--- src/rtl/address_pool_allocator_assert.svh ---
// Assertion macros for the address pool allocator.
// Depends on a clock named clk_i and an active-low reset named rst_ni in the using module.
`ifndef ADDRESS_POOL_ALLOCATOR_ASSERT_SVH
`define ADDRESS_POOL_ALLOCATOR_ASSERT_SVH

// Same-cycle implication, disabled during reset.
`define APA_ASSERT_NOW(label, ante, cons) \
  label: assert property (@(posedge clk_i) disable iff (!rst_ni) (ante) |-> (cons)) \
    else $error("address pool allocator: same-cycle check failed");

// Next-cycle implication, disabled during reset.
`define APA_ASSERT_NEXT(label, ante, cons) \
  label: assert property (@(posedge clk_i) disable iff (!rst_ni) (ante) |=> (cons)) \
    else $error("address pool allocator: next-cycle check failed");

`endif

--- src/rtl/apa_pkg.sv ---
// Shared constants and types of the address pool allocator.
// Used by apa_row_find and address_pool_allocator; depends on nothing.
package apa_pkg;

  // Default number of host bits below the network prefix.
  localparam int HOST_BITS = 8;

  // One memory row holds eight 2-bit slot codes.
  localparam int COL_BITS  = 3;
  localparam int ROW_SLOTS = 1 << COL_BITS;
  localparam int ROW_W     = 2 * ROW_SLOTS;

  // Slot status codes.
  localparam logic [1:0] SLOT_FREE  = 2'd0;
  localparam logic [1:0] SLOT_ALLOC = 2'd1;
  localparam logic [1:0] SLOT_REUSE = 2'd2;

  // Request kinds.
  localparam logic [1:0] KIND_CLAIM   = 2'd0;
  localparam logic [1:0] KIND_RELEASE = 2'd1;
  localparam logic [1:0] KIND_NEXT    = 2'd2;

  // Configuration register indexes.
  localparam int CFG_IDX_W = 2;
  localparam logic [CFG_IDX_W-1:0] REG_PREFIX = 2'd0;
  localparam logic [CFG_IDX_W-1:0] REG_FIRST  = 2'd1;
  localparam logic [CFG_IDX_W-1:0] REG_LAST   = 2'd2;

  // Result of a search over one memory row.
  typedef struct packed {
    logic                hit;
    logic [COL_BITS-1:0] col;
  } find_t;

endpackage

--- src/rtl/address_pool_allocator.sv ---
// Top level of the address pool allocator: slot status memory, request
// sequencer and configuration registers. Depends on apa_pkg, apa_row_find
// and address_pool_allocator_assert.svh.
//
// Usage:
//   A request (kind_i, address_i) is taken at a clock edge where start_i is
//   high and busy_o is low. Its single result appears on ok_o and granted_o,
//   marked by done_o for exactly one cycle; the receiver cannot stall, so
//   every result is a transfer in the cycle it is shown.
//   Configuration is a separate valid/ready channel (cfg_index_i, cfg_data_i)
//   that is always ready; write it only while the block is idle.
//   Slot status lives in a memory of rows of eight 2-bit codes, read through a
//   registered port, modified and written back. Only one request is in
//   flight, so a write always lands before the next read of any row.
// Sequence: claim or release reads the addressed row, then answers and
//   writes back the changed slot. Unused kind, or next with nothing to give,
//   answers without a memory access. Next searches one memory row at a time,
//   first the rows from row 0 up to the lowest reuse entry (while reuse entries
//   are counted), then, if none is found, the rows from the cursor onward.
// Reset: a clearing pass writes every row to free, one row at a time,
//   with busy_o high; configuration writes are taken.
module address_pool_allocator #(
  parameter int HOST_BITS = apa_pkg::HOST_BITS
) (
  input  logic                          clk_i,
  input  logic                          rst_ni,
  input  logic                          start_i,
  output logic                          busy_o,
  input  logic [1:0]                    kind_i,
  input  logic [31:0]                   address_i,
  output logic                          done_o,
  output logic                          ok_o,
  output logic [31:0]                   granted_o,
  input  logic                          cfg_valid_i,
  output logic                          cfg_ready_o,
  input  logic [apa_pkg::CFG_IDX_W-1:0] cfg_index_i,
  input  logic [23:0]                   cfg_data_i
);

  localparam int ColBits   = apa_pkg::COL_BITS;
  localparam int RowW      = apa_pkg::ROW_W;
  localparam int RowBits   = HOST_BITS - ColBits;
  localparam int Rows      = 1 << RowBits;
  localparam int SlotCount = 1 << HOST_BITS;
  localparam int CurW      = ((HOST_BITS > 8) ? HOST_BITS : 8) + 1;
  localparam int CntW      = HOST_BITS + 1;
  localparam int PfxW      = 32 - HOST_BITS;

  typedef enum logic [4:0] {
    ST_CLEAR  = 5'b00001,
    ST_IDLE   = 5'b00010,
    ST_LOOK   = 5'b00100,
    ST_REUSE  = 5'b01000,
    ST_CURSOR = 5'b10000
  } state_e;

  state_e              state_q, state_d;
  logic [RowBits-1:0]  clr_q, clr_d;
  logic [RowBits-1:0]  row_q, row_d;
  logic [CurW-1:0]     cursor_q, cursor_d;
  logic [CntW-1:0]     reuse_cnt_q, reuse_cnt_d;
  logic [1:0]          kind_q;
  logic [31:0]         addr_q;
  logic [23:0]         net_prefix_q;
  logic [7:0]          range_first_q, range_last_q;
  logic                done_q, done_d;
  logic                ok_q, ok_d;
  logic [31:0]         granted_q, granted_d;

  // Slot status memory and its ports.
  logic [RowW-1:0]     mem_q [Rows];
  logic [RowW-1:0]     mem_rdata_q;
  logic                mem_re, mem_we;
  logic [RowBits-1:0]  mem_raddr, mem_waddr;
  logic [RowW-1:0]     mem_wdata;
  logic [ColBits-1:0]  set_col;
  logic [1:0]          set_val;

  logic                cfg_we;
  logic [31:0]         pfx_full;
  logic [PfxW-1:0]     pfx;
  logic [CurW-1:0]     host_ext, rl_ext;
  logic                addr_match;
  logic [1:0]          look_slot;
  logic                cur_avail, last_row_same, miss_avail;
  logic [ColBits-1:0]  hi_col;
  logic [CurW-1:0]     nxt_row_start, miss_next;
  logic [RowBits-1:0]  cur_row;
  logic                search_reuse;
  apa_pkg::find_t      find;

  assign cfg_ready_o = 1'b1;
  assign cfg_we      = cfg_valid_i & cfg_ready_o;
  assign busy_o      = (state_q != ST_IDLE);
  assign done_o      = done_q;
  assign ok_o        = ok_q;
  assign granted_o   = granted_q;

  // Address matching against prefix and host range.
  assign pfx_full   = 32'(net_prefix_q);
  assign pfx        = pfx_full[PfxW-1:0];
  assign host_ext   = CurW'(addr_q[HOST_BITS-1:0]);
  assign rl_ext     = CurW'(range_last_q);
  assign addr_match = (addr_q[31:HOST_BITS] == pfx) &&
                      (host_ext >= CurW'(range_first_q)) && (host_ext <= rl_ext);
  assign look_slot  = mem_rdata_q[{addr_q[ColBits-1:0], 1'b0} +: 2];

  // Cursor bookkeeping: the cursor is in use while it sits at or below the
  // range end and inside the slot space.
  assign cur_row       = cursor_q[HOST_BITS-1:ColBits];
  assign cur_avail     = (cursor_q <= rl_ext) && (cursor_q < CurW'(SlotCount));
  assign last_row_same = (rl_ext[CurW-1:ColBits] == cursor_q[CurW-1:ColBits]);
  assign hi_col        = last_row_same ? rl_ext[ColBits-1:0] : '1;
  assign nxt_row_start = {cursor_q[CurW-1:ColBits] + 1'b1, {ColBits{1'b0}}};
  assign miss_next     = last_row_same ? (rl_ext + 1'b1) : nxt_row_start;
  assign miss_avail    = (miss_next <= rl_ext) && (miss_next < CurW'(SlotCount));

  // Row search, shared by the reuse scan and the cursor scan.
  assign search_reuse = (state_q == ST_REUSE);

  apa_row_find u_find (
    .row_i   (mem_rdata_q),
    .reuse_i (search_reuse),
    .lo_i    (search_reuse ? '0 : cursor_q[ColBits-1:0]),
    .hi_i    (search_reuse ? '1 : hi_col),
    .find_o  (find)
  );

  // Request sequencer.
  always_comb begin
    state_d     = state_q;
    clr_d       = clr_q;
    row_d       = row_q;
    cursor_d    = cursor_q;
    reuse_cnt_d = reuse_cnt_q;
    done_d      = 1'b0;
    ok_d        = ok_q;
    granted_d   = granted_q;
    mem_re      = 1'b0;
    mem_raddr   = '0;
    mem_we      = 1'b0;
    mem_waddr   = '0;
    set_col     = '0;
    set_val     = apa_pkg::SLOT_ALLOC;

    unique case (state_q)
      ST_CLEAR: begin
        mem_we    = 1'b1;
        mem_waddr = clr_q;
        clr_d     = clr_q + 1'b1;
        if (clr_q == '1) begin
          state_d = ST_IDLE;
        end
      end
      ST_IDLE: begin
        if (start_i) begin
          case (kind_i)
            apa_pkg::KIND_CLAIM, apa_pkg::KIND_RELEASE: begin
              mem_re    = 1'b1;
              mem_raddr = address_i[HOST_BITS-1:ColBits];
              state_d   = ST_LOOK;
            end
            apa_pkg::KIND_NEXT: begin
              if (reuse_cnt_q != '0) begin
                mem_re    = 1'b1;
                mem_raddr = '0;
                row_d     = '0;
                state_d   = ST_REUSE;
              end else if (cur_avail) begin
                mem_re    = 1'b1;
                mem_raddr = cur_row;
                state_d   = ST_CURSOR;
              end else begin
                done_d    = 1'b1;
                ok_d      = 1'b0;
                granted_d = '0;
              end
            end
            default: begin
              done_d    = 1'b1;
              ok_d      = 1'b0;
              granted_d = '0;
            end
          endcase
        end
      end
      ST_LOOK: begin
        done_d    = 1'b1;
        granted_d = '0;
        mem_waddr = addr_q[HOST_BITS-1:ColBits];
        set_col   = addr_q[ColBits-1:0];
        state_d   = ST_IDLE;
        if (kind_q == apa_pkg::KIND_CLAIM) begin
          ok_d = 1'b0;
          if (addr_match && ((look_slot == apa_pkg::SLOT_REUSE) ||
                             (look_slot == apa_pkg::SLOT_FREE))) begin
            ok_d    = 1'b1;
            mem_we  = 1'b1;
            set_val = apa_pkg::SLOT_ALLOC;
            if ((look_slot == apa_pkg::SLOT_REUSE) && (reuse_cnt_q != '0)) begin
              reuse_cnt_d = reuse_cnt_q - 1'b1;
            end
          end
        end else begin
          ok_d = 1'b1;
          if (addr_match && (look_slot == apa_pkg::SLOT_ALLOC)) begin
            mem_we      = 1'b1;
            set_val     = apa_pkg::SLOT_REUSE;
            reuse_cnt_d = reuse_cnt_q + 1'b1;
          end
        end
      end
      ST_REUSE: begin
        if (find.hit) begin
          mem_we      = 1'b1;
          mem_waddr   = row_q;
          set_col     = find.col;
          reuse_cnt_d = reuse_cnt_q - 1'b1;
          done_d      = 1'b1;
          ok_d        = 1'b1;
          granted_d   = {pfx, row_q, find.col};
          state_d     = ST_IDLE;
        end else if (row_q == '1) begin
          // No reuse entry despite a nonzero count: drop the count.
          reuse_cnt_d = '0;
          if (cur_avail) begin
            mem_re    = 1'b1;
            mem_raddr = cur_row;
            state_d   = ST_CURSOR;
          end else begin
            done_d    = 1'b1;
            ok_d      = 1'b0;
            granted_d = '0;
            state_d   = ST_IDLE;
          end
        end else begin
          mem_re    = 1'b1;
          mem_raddr = row_q + 1'b1;
          row_d     = row_q + 1'b1;
        end
      end
      ST_CURSOR: begin
        if (find.hit) begin
          mem_we    = 1'b1;
          mem_waddr = cur_row;
          set_col   = find.col;
          cursor_d  = CurW'({cur_row, find.col}) + 1'b1;
          done_d    = 1'b1;
          ok_d      = 1'b1;
          granted_d = {pfx, cur_row, find.col};
          state_d   = ST_IDLE;
        end else begin
          cursor_d = miss_next;
          if (miss_avail) begin
            mem_re    = 1'b1;
            mem_raddr = miss_next[HOST_BITS-1:ColBits];
          end else begin
            done_d    = 1'b1;
            ok_d      = 1'b0;
            granted_d = '0;
            state_d   = ST_IDLE;
          end
        end
      end
      default: begin
        state_d = ST_IDLE;
      end
    endcase

    // Writing range_first also moves the cursor.
    if (cfg_we && (cfg_index_i == apa_pkg::REG_FIRST)) begin
      cursor_d = CurW'(cfg_data_i[7:0]);
    end
  end

  // Write data: the clearing pass writes free rows, otherwise one slot of
  // the row just read is replaced.
  always_comb begin
    mem_wdata = mem_rdata_q;
    mem_wdata[{set_col, 1'b0} +: 2] = set_val;
    if (state_q == ST_CLEAR) begin
      mem_wdata = '0;
    end
  end

  // Slot status memory, one write and one registered read per cycle.
  always_ff @(posedge clk_i) begin
    if (mem_we) begin
      mem_q[mem_waddr] <= mem_wdata;
    end
    if (mem_re) begin
      mem_rdata_q <= mem_q[mem_raddr];
    end
  end

  // Control state and configuration registers.
  always_ff @(posedge clk_i or negedge rst_ni) begin
    if (!rst_ni) begin
      state_q       <= ST_CLEAR;
      clr_q         <= '0;
      row_q         <= '0;
      cursor_q      <= '0;
      reuse_cnt_q   <= '0;
      done_q        <= 1'b0;
      net_prefix_q  <= '0;
      range_first_q <= '0;
      range_last_q  <= 8'hFF;
    end else begin
      state_q     <= state_d;
      clr_q       <= clr_d;
      row_q       <= row_d;
      cursor_q    <= cursor_d;
      reuse_cnt_q <= reuse_cnt_d;
      done_q      <= done_d;
      if (cfg_we) begin
        unique case (cfg_index_i)
          apa_pkg::REG_PREFIX: net_prefix_q  <= cfg_data_i;
          apa_pkg::REG_FIRST:  range_first_q <= cfg_data_i[7:0];
          apa_pkg::REG_LAST:   range_last_q  <= cfg_data_i[7:0];
          default: ;
        endcase
      end
    end
  end

  // Request and result payload.
  always_ff @(posedge clk_i) begin
    if (start_i && !busy_o) begin
      kind_q <= kind_i;
      addr_q <= address_i;
    end
    ok_q      <= ok_d;
    granted_q <= granted_d;
  end

  // Checks on the sequencer.
`include "address_pool_allocator_assert.svh"

  `APA_ASSERT_NEXT(a_accept_leads_on, start_i && !busy_o, done_o || busy_o)
  `APA_ASSERT_NOW(a_done_after_work, done_o, $past(busy_o) || $past(start_i))
  `APA_ASSERT_NOW(a_fail_grants_zero, done_o && !ok_o, granted_o == '0)
  `APA_ASSERT_NOW(a_reuse_bounded, 1'b1, reuse_cnt_q <= CntW'(SlotCount))

endmodule

--- src/rtl/apa_row_find.sv ---
// Find-first search over one memory row of slot codes.
// Depends on apa_pkg for the row geometry, slot codes and the find_t result.
module apa_row_find (
  input  logic [apa_pkg::ROW_W-1:0]    row_i,
  input  logic                         reuse_i,
  input  logic [apa_pkg::COL_BITS-1:0] lo_i,
  input  logic [apa_pkg::COL_BITS-1:0] hi_i,
  output apa_pkg::find_t               find_o
);

  localparam int ColBits = apa_pkg::COL_BITS;

  // Lowest column in lo_i..hi_i that holds a reuse entry (reuse_i) or a
  // slot that is not allocated (cursor search).
  always_comb begin
    logic [ColBits-1:0] jc;
    logic [1:0]         slot;
    logic               want;
    find_o = '0;
    for (int j = apa_pkg::ROW_SLOTS - 1; j >= 0; j--) begin
      jc   = ColBits'(j);
      slot = row_i[2*j +: 2];
      want = reuse_i ? (slot == apa_pkg::SLOT_REUSE) : (slot != apa_pkg::SLOT_ALLOC);
      if (want && (jc >= lo_i) && (jc <= hi_i)) begin
        find_o.hit = 1'b1;
        find_o.col = jc;
      end
    end
  end

endmodule
--- config.mk ---
export PLATFORM = sky130hd
export DESIGN_NAME = address_pool_allocator
export DESIGN_NICKNAME = d
export VERILOG_FILES = /design/src/rtl/apa_pkg.sv /design/src/rtl/address_pool_allocator.sv /design/src/rtl/apa_row_find.sv
export VERILOG_INCLUDE_DIRS = /design/src /design/src/rtl
export SDC_FILE = /design/constraint.sdc
export NUM_CORES = 1
export LEC_CHECK = 0
export CELL_PAD_IN_SITES_DETAIL_PLACEMENT = 1
export CELL_PAD_IN_SITES_GLOBAL_PLACEMENT = 2
export CORE_MARGIN = 5
export CORE_UTILIZATION = 29
export CTS_CLUSTER_SIZE = 16
export DETAILED_ROUTE_END_ITERATION = 12
export DONT_BUFFER_PORTS = 1
export PLACE_DENSITY = 0.58
export SLEW_MARGIN = 20
export SYNTH_ARGS = -nofsm -noshare
export SYNTH_HDL_FRONTEND = slang
export SYNTH_SLANG_ARGS = --single-unit
--- constraint.sdc ---
create_clock -name clk_i -period 17.7 [get_ports clk_i]
set_input_delay 1.77 -clock clk_i [delete_from_list [all_inputs] [get_ports clk_i]]
set_output_delay 1.77 -clock clk_i [all_outputs]
set_load 0.01 [all_outputs]
### After elaboration in Yosys (flattened, before gate mapping)

Memories as Yosys holds them, arrays and structs flattened. A register that Yosys moved wholly into a read port is not among the register bits.
Cells that the tools add are included.
W data, S select, Z words.

| cells by class | value |
|---|---|
| reductions and logical operators | 45 |
| muxes and demuxes | 110 |
| add/subtract/negate cells | 8 |
| bitwise gates (word level) | 0 |
| multiply operators | 0 |
| div/mod/pow operators | 0 |
| order comparisons | 22 |
| eq/ne operators | 47 |
| shifts and indexed selects | 3 |

Operator list:

| operator | count |
|---|---|
| $mux W32 | 7 |
| $pmux W32 S4 | 1 |
| $mux W5 | 23 |
| $mux W9 | 10 |
| $pmux W32 S2 | 1 |
| $pmux W5 S4 | 2 |
| $mux W1 | 36 |
| $mux W4 | 8 |
| $pmux W5 S2 | 3 |
| $logic_and A1 B1 Y1 | 25 |
| $eq A24 B24 Y1 | 1 |
| $eq A2 B2 Y1 const B | 11 |
| $add A8 B1 Y9 const B | 2 |
| $le A9 B8 Y1 | 2 |
| $lt A9 B9 Y1 const B | 2 |
| $pmux W9 S2 | 1 |
| $reduce_and A6 Y1 | 3 |
| $bwmux W16 | 1 |
| $mux W16 | 1 |
| $ne A2 B1 Y1 const B | 8 |
| $shift A2 B6 Y16 const A | 1 |
| $shiftx A16 B5 Y2 | 1 |
| $shiftx A2 B6 Y16 | 1 |
| $eq A5 B5 Y1 const B | 3 |
| other kinds (41) | 81 |

| word-level totals | value |
|---|---|
| bits in latches | 0 |
| bits in writable memories | 512 |
| bits in registers | 141 |
| memories kept | 1 |
| output and inout bits | 36 |
| bits of input ports | 64 |
| logic and storage cells | 249 |
| memory bits (read-only) | 0 |

Memories:

| name | words | bits a word | rd ports | clocked after memory_dff | wr ports | RTL line | text |
|---|---|---|---|---|---|---|---|
| mem_q | 32 | 16 | 1 | 1 | 1 | address_pool_allocator.sv:71 | `logic [RowW-1:0] mem_q [Rows];` |

### Logic depth before layout (Yosys ltp)

| logic depth | value |
|---|---|
| depth after elaboration | 19 |
| depth in mapped cells | 22 |
| depth with buffers taken out | 18 |

### Modules after synthesis

From an unflattened synthesis, not the netlist that was laid out.

| unflattened totals | value |
|---|---|
| cell total of the unflattened synthesis | 2156 |
| area, all modules | 29478.3 µm² |

By module, submodules not included:

| module | times used | sequential area each (µm²) | area each (µm²) | cells each |
|---|---|---|---|---|
| address_pool_allocator | 1 | 19730.2 | 29148.0 | 2107 |
| apa_row_find | 1 | 0.0 | 330.3 | 49 |

### Worst setup path before layout

Ideal clock, no wire load.

| path | value |
|---|---|
| path kind | register to register |
| start point | register range_last_q[3] |
| end point | register granted_q[0], in the netlist granted_o[0] (enable) |
| clock period less this slack | 6984 ps |
| arrival | 6477 ps |
| path buffers | 2 |
| data required time | 17194 ps |
| library setup time | 506 ps |
| stages on the path, launching flop included | 14 |
| slack | 10716 ps |
| cell sequence | dfstp_2 -> inv_1 -> ha_1 -> and3b_1 -> nand2_1 -> buf_2 -> o21ai_0 -> ha_1 -> and3_1 -> a31oi_1 -> a211oi_4 -> and3_1 -> buf_2 -> nor4_1 |

| on the way | value |
|---|---|
| longest elaborated chain between the ends | 15 |
| elaborated cells between the ends (all ways) | 35 |
| classes of those cells | add/sub: 1; order compare: 10; eq/ne: 3; mux: 11; reduce/logical: 10 |

Ends and longest elaborated chain:

| element | RTL line | text |
|---|---|---|
| from (decl) | address_pool_allocator.sv:65 | `logic [7:0] range_first_q, range_last_q;` |
| from (signal assigned) | address_pool_allocator.sv:319 | `apa_pkg::REG_LAST: range_last_q <= cfg_data_i[7:0];` |
| $eq A5 B6 Y1 | address_pool_allocator.sv:112 | `assign last_row_same = (rl_ext[CurW-1:ColBits] == cursor_q[CurW-1:ColBits]);` |
| $mux W3 | address_pool_allocator.sv:113 | `assign hi_col = last_row_same ? rl_ext[ColBits-1:0] : '1;` |
| $mux W3 | address_pool_allocator.sv:125 | `.hi_i (search_reuse ? '1 : hi_col),` |
| $le A3 B3 Y1 | apa_row_find.sv:24 | `if (want && (jc >= lo_i) && (jc <= hi_i)) begin` |
| $logic_and A1 B1 Y1 | apa_row_find.sv:24 |  |
| $mux W4 (8 in series) | apa_row_find.sv:24 |  |
| $ne A3 B1 Y1 (no source line) / $ne A3 B3 Y1 (equally long branches) | -- |  |
| $reduce_and A6 Y1 (no source line) * | -- |  |
| to (signal assigned) | address_pool_allocator.sv:333 | `granted_q <= granted_d;` |
| to (decl) | address_pool_allocator.sv:68 | `logic [31:0] granted_q, granted_d;` |

Every way passes the cells marked *; elsewhere a longest branch is shown, timed or not.
A chain may end at the register's enable or synchronous reset.

### Worst setup path in the final report

| path | value |
|---|---|
| start point | register range_last_q[6] |
| end point | register mem_rdata_q[5], read port of mem_q, data pin |

| on the way | value |
|---|---|
| longest elaborated chain between the ends | 15 |
| elaborated cells between the ends (all ways) | 52 |
| classes of those cells | add/sub: 1; order compare: 11; eq/ne: 1; mux: 29; reduce/logical: 10 |

Ends and longest elaborated chain:

| element | RTL line | text |
|---|---|---|
| $eq A5 B6 Y1 | address_pool_allocator.sv:112 |  |
| $mux W3 | address_pool_allocator.sv:113 |  |
| $mux W3 | address_pool_allocator.sv:125 |  |
| $le A3 B3 Y1 | apa_row_find.sv:24 |  |
| $logic_and A1 B1 Y1 | apa_row_find.sv:24 |  |
| $mux W4 (8 in series) | apa_row_find.sv:24 |  |
| $mux W5 (tied with other cells) | address_pool_allocator.sv:243 | `if (find.hit) begin` |
| $pmux W5 S3 / $pmux W1 S3 (equally long branches) | address_pool_allocator.sv:146 | `unique case (state_q)` |
| to (decl) | address_pool_allocator.sv:72 | `logic [RowW-1:0] mem_rdata_q;` |

Parallel ways exist; a longest one is shown, timed or not.

==> parameters.txt <==
Parameter                              Value

Synthesis
  Primary FF master, synth ... edfxtp_1
  Asr flop ratio synth ... 0.111
  Count of flip-flops with a built-in enable after synthesis ... 595
  Synthesized instance count ... 2,263
  Flop and latch count out of synthesis ... 669
  Area of the mapped netlist ... 29,600 um2
  Avg Synthesized Cell Area ... 13.1 um2
  Total of warnings raised by yosys ... 0
  Cell variety after synth ... 93
  Net count after synthesis ... 2,368
  Post-synthesis sequential area ratio ... 0.666

Setup path
  Required time of the critical path ... 18.22 ns
  Data arrival time at the worst-slack endpoint ... 7.88 ns
  Reg2reg setup slack ... 10.35 ns
  Critical Path End Type ... flip-flop
  Crit Path Max Fanout ... 48
  Startpoint of the worst register-to-register path ... range_last_q[6]$_DFFE_PN1P_
  Origin of the worst setup path ... range_last_q[6]$_DFFE_PN1P_
  Critical Setup Path Class ... flip-flop to flip-flop
  Critical Path Start Type ... flip-flop

Pwr
  Combinational share of power ... 0.181
  Net Sw Frac ... 0.305
  Standby leakage power ... 11.6 nW
  Clock power share ... 0.361
  Maximum vdd drop ... 0.0779 mV
  Power per cell area ... 128 nW/um2
  Net switching power figure ... 0.00132 W
  Proportion of power drawn by flip-flops and latches ... 0.458
  Internal power of the cells ... 0.00302 W

Final layout
  Count of antenna diodes in the layout ... 0
  Final net count ... 2,395
  Total area of sequential cells ... 19,700 um2
  Area of all placed cells without fillers ... 33,900 um2
  Number of standard cells in the final layout excluding fillers ... 3,721
  Filler Cell Count ... 10.7k
  Area growth syn-to-layout ... 14.5%
  Total area of multi-input combinational cells ... 9310 um2
  Fraction of final layout cells with drive strength greater than 1 ... 0.136

Timing
  Maximum operating frequency ... 136 MHz
  Count of pins over their slew limit ... 0
  Worst slew margin relative to its limit ... 0.214
  Setup TNS Final ... 0 ns
  Setup repair after global routing missed its margin ... no
  Setup-failing EPs final ... 0
  Final period utilization ... 0.415
  Shortest period the worst path allows ... 7.35 ns
  Slew at the pin closest to its max-slew limit ... 1.17 ns
  Setup clock skew after layout ... 0.0338 ns
  Final hold violation count ... 0

Placed design
  Placed wire-length estimate ... 63,100 um
  Instance count after placement with tap cells included ... 3,576
  Weighted congestion at the end of routability-driven global placement ... 0.819
  Cell Area, Placed ... 31,400 um2
  Buffers on Ports ... 0

Floorplanning
  Std cell rows ... 117
  Die H ... 330 um
  Boundary pin count ... 100
  Initial Util ... 0.291
  Die span in x ... 330 um
  Area of the core region ... 102,000 um2
  Die Area ... 109,000 um2

Global route
  Wire length of the first global-routing pass ... 146,000 um
  Initial antenna violation count ... 2
  Number of global-route vias before repair ... 20.2k
  Maximum number of pins on one net before global-route repair ... 151
  Gr usage total ... 0.184
  Global route overflow ... 0

Clock tree
  Root Buffer ... clkbuf_16
  Skew-Pair Late Insertion Delay ... 0.66 ns
  Worst-path clk slew ... 0.06 ns
  Count of cells resized by post-cts repair ... 0
  Buffers from clock root to sink, at most ... 3
  Clock tree from TritonCTS ... built
  Number of post-CTS setup repair buffers ... 0
  Number of H-tree branching levels ... 3
  TritonCTS Sinks ... 669
  Number of buffers added by the clock tree synthesis step ... 79
  Post-CTS Hold Buffers ... 0

Min path
  Source of the worst hold timing path ... range_first_q[0]$_DFFE_PN0P_
  Worst min path class ... flip-flop to flip-flop

Job
  Count of max-cap constraint violations ... 0

Drt
  First-pass DRT Iterations ... 5
  DRC Markers ... 0
  Vias ... 19.5k
  Aggregate routed wire length ... 101,000 um
  Avg WL per Cell ... 27.3 um
  1st-iter DRT viols ... 1,322
  Remaining number of nets flagged by the antenna check after routing ... 0
  Via-per-instance ratio ... 5.24

Run status
  Result of the run ... finished, final reports clean
==> final timing paths <==
check / end / depth (start not counted)
worst max-delay path: mem_rdata_q[5]$_DFFE_PP_ / 19
worst min-delay path: range_first_q[0]$_DFFE_PN0P_ / 2
worst max register to register: mem_rdata_q[5]$_DFFE_PP_ / 19
worst min register to register: range_first_q[0]$_DFFE_PN0P_ / 2
max in group asynchronous: range_last_q[0]$_DFFE_PN1P_ / 0
min in group asynchronous: reuse_cnt_q[5]$_DFFE_PN0P_ / 0
==> per-stage QoR <==
stage / hold slack (ns) / total power, W / worst slack [ns] / util
floorplan: 0.450 / 0.00249 / 10.72 / -
global placement: 0.465 / 0.00279 / 10.64 / 0.309
detailed placement: 0.491 / 0.00281 / 10.42 / 0.309
CTS: 0.505 / 0.00440 / 10.39 / 0.334
global route: 0.526 / 0.00453 / 10.01 / 0.334
finish: 0.496 / 0.00434 / 10.35 / 0.334
==> worst max-delay path, cell delays in order (launching register included) <==
cell,delay [ns]
dfstp_2,0.58
inv_1,0.10
ha_1,0.33
and3_1,0.28
nand2_1,0.35
o21ai_0,0.70
ha_1,0.37
a21o_1,0.18
a211oi_1,0.23
o21ai_0,0.19
a211oi_4,0.45
a222oi_1,0.25
o31ai_4,0.30
buf_4,0.53
buf_4,0.72
nand2_1,0.14
nand3_1,0.11
a21oi_1,0.09
nor4_1,1.00
o31a_1,0.24
==> area by class of cell <==
type | count | area share
Clock inverter | 49 | 0.0124
Multi-Input combinational cell | 1439 | 0.275
Clock buffer | 95 | 0.0610
Sequential cell | 669 | 0.582
Tap cell | 1368 | 0.0505
Inverter | 32 | 0.00354
Timing Repair Buffer | 69 | 0.0158
==> flip-flops by register name, indices dropped and copies added, names as in the netlist <==
signal,flops
row_q,5
cursor_q,9
state_q,5
reuse_cnt_q,9
net_prefix_q,24
kind_q,2
range_last_q,8
done_o,1
granted_o,32
mem_rdata_q,16
ok_o,1
clr_q,5
mem_q,512
range_first_q,8
addr_q,32
==> synthesized netlist by cell type (13+ instances only) <==
cell type / instances / share of area
edfxtp_1: 595 / 0.60
o22ai_1: 17 / 0.0036
clkbuf_1: 43 / 0.0055
a21oi_1: 76 / 0.013
a32oi_1: 28 / 0.0083
inv_1: 32 / 0.0041
buf_2: 45 / 0.0076
xnor2_1: 20 / 0.0059
and3_1: 31 / 0.0065
mux2_2: 40 / 0.015
nand3_1: 113 / 0.019
dfrtp_1: 65 / 0.055
a31oi_1: 24 / 0.0051
nor2_1: 117 / 0.015
buf_4: 20 / 0.0051
nor2b_1: 15 / 0.0032
o211ai_1: 13 / 0.0033
nand4_1: 30 / 0.0063
nor4_1: 16 / 0.0034
a221oi_1: 14 / 0.0041
o21ai_0: 44 / 0.0074
a21o_1: 17 / 0.0043
o31ai_1: 13 / 0.0033
nor3_1: 42 / 0.0071
nand2_1: 412 / 0.052
a22o_1: 25 / 0.0074
mux2i_1: 100 / 0.034
nand2b_1: 14 / 0.0030
ha_1: 41 / 0.017
xor2_1: 20 / 0.0059
==> cells by family after synthesis <==
| family | share of synthesized area |
|---|---|
| AO/OA/AOI/OAI | 0.0964 |
| buffers and inverters | 0.0273 |
| other | 0.000127 |
| XOR/XNOR | 0.0118 |
| adder cells (fa/ha/maj) | 0.0173 |
| AND/OR/NAND/NOR | 0.127 |
| flip-flops | 0.666 |
| multiplexers | 0.0540 |
==> routing by layer <==
| layer | vias to the layer above | routed length (um) | share of wire | track usage |
|---|---|---|---|---|
| met2 | 473 | 48200 | 0.47 | 0.301 |
| met1 | 10220 | 44500 | 0.44 | 0.245 |
| met5 | - | 27 | 0.00027 | 0 |
| li1 | 8630 | - | - | - |
| met3 | 159 | 5360 | 0.053 | 0.0371 |
| met4 | 4 | 3390 | 0.033 | 0.0603 |
==> power by group through the flow <==
| stage | clock [W] | sequential, W | combinational [W] |
|---|---|---|---|
| 6_report | 0.00157 | 0.00199 | 0.000784 |
| 5_1_grt | 0.00168 | 0.00199 | 0.000853 |
| 4_1_cts | 0.00162 | 0.00199 | 0.000793 |
| 3_5_place_dp | 0 | 0.00202 | 0.000790 |
| 3_3_place_gp | 0 | 0.00202 | 0.000774 |
| 2_1_floorplan | 0 | 0.00197 | 0.000517 |
==> cells in the final DEF (no fill, tap or decap), types with 16 or more instances in the layout <==
| cell | count |
|---|---|
| dfrtp_1 | 65 |
| and3_1 | 31 |
| nor2_1 | 99 |
| a32oi_1 | 28 |
| o22ai_1 | 17 |
| nor3_2 | 19 |
| clkbuf_16 | 79 |
| xnor2_1 | 20 |
| edfxtp_1 | 595 |
| o21ai_0 | 44 |
| buf_4 | 67 |
| a31oi_1 | 24 |
| nor3_1 | 23 |
| nand2_1 | 412 |
| a21o_1 | 17 |
| a21oi_1 | 73 |
| nand3_1 | 113 |
| xor2_1 | 20 |
| mux2_2 | 40 |
| nand4_1 | 30 |
| ha_1 | 41 |
| mux2i_1 | 100 |
| clkinv_1 | 16 |
| a22o_1 | 25 |
| inv_1 | 31 |
(Power assumes the default switching activity.)
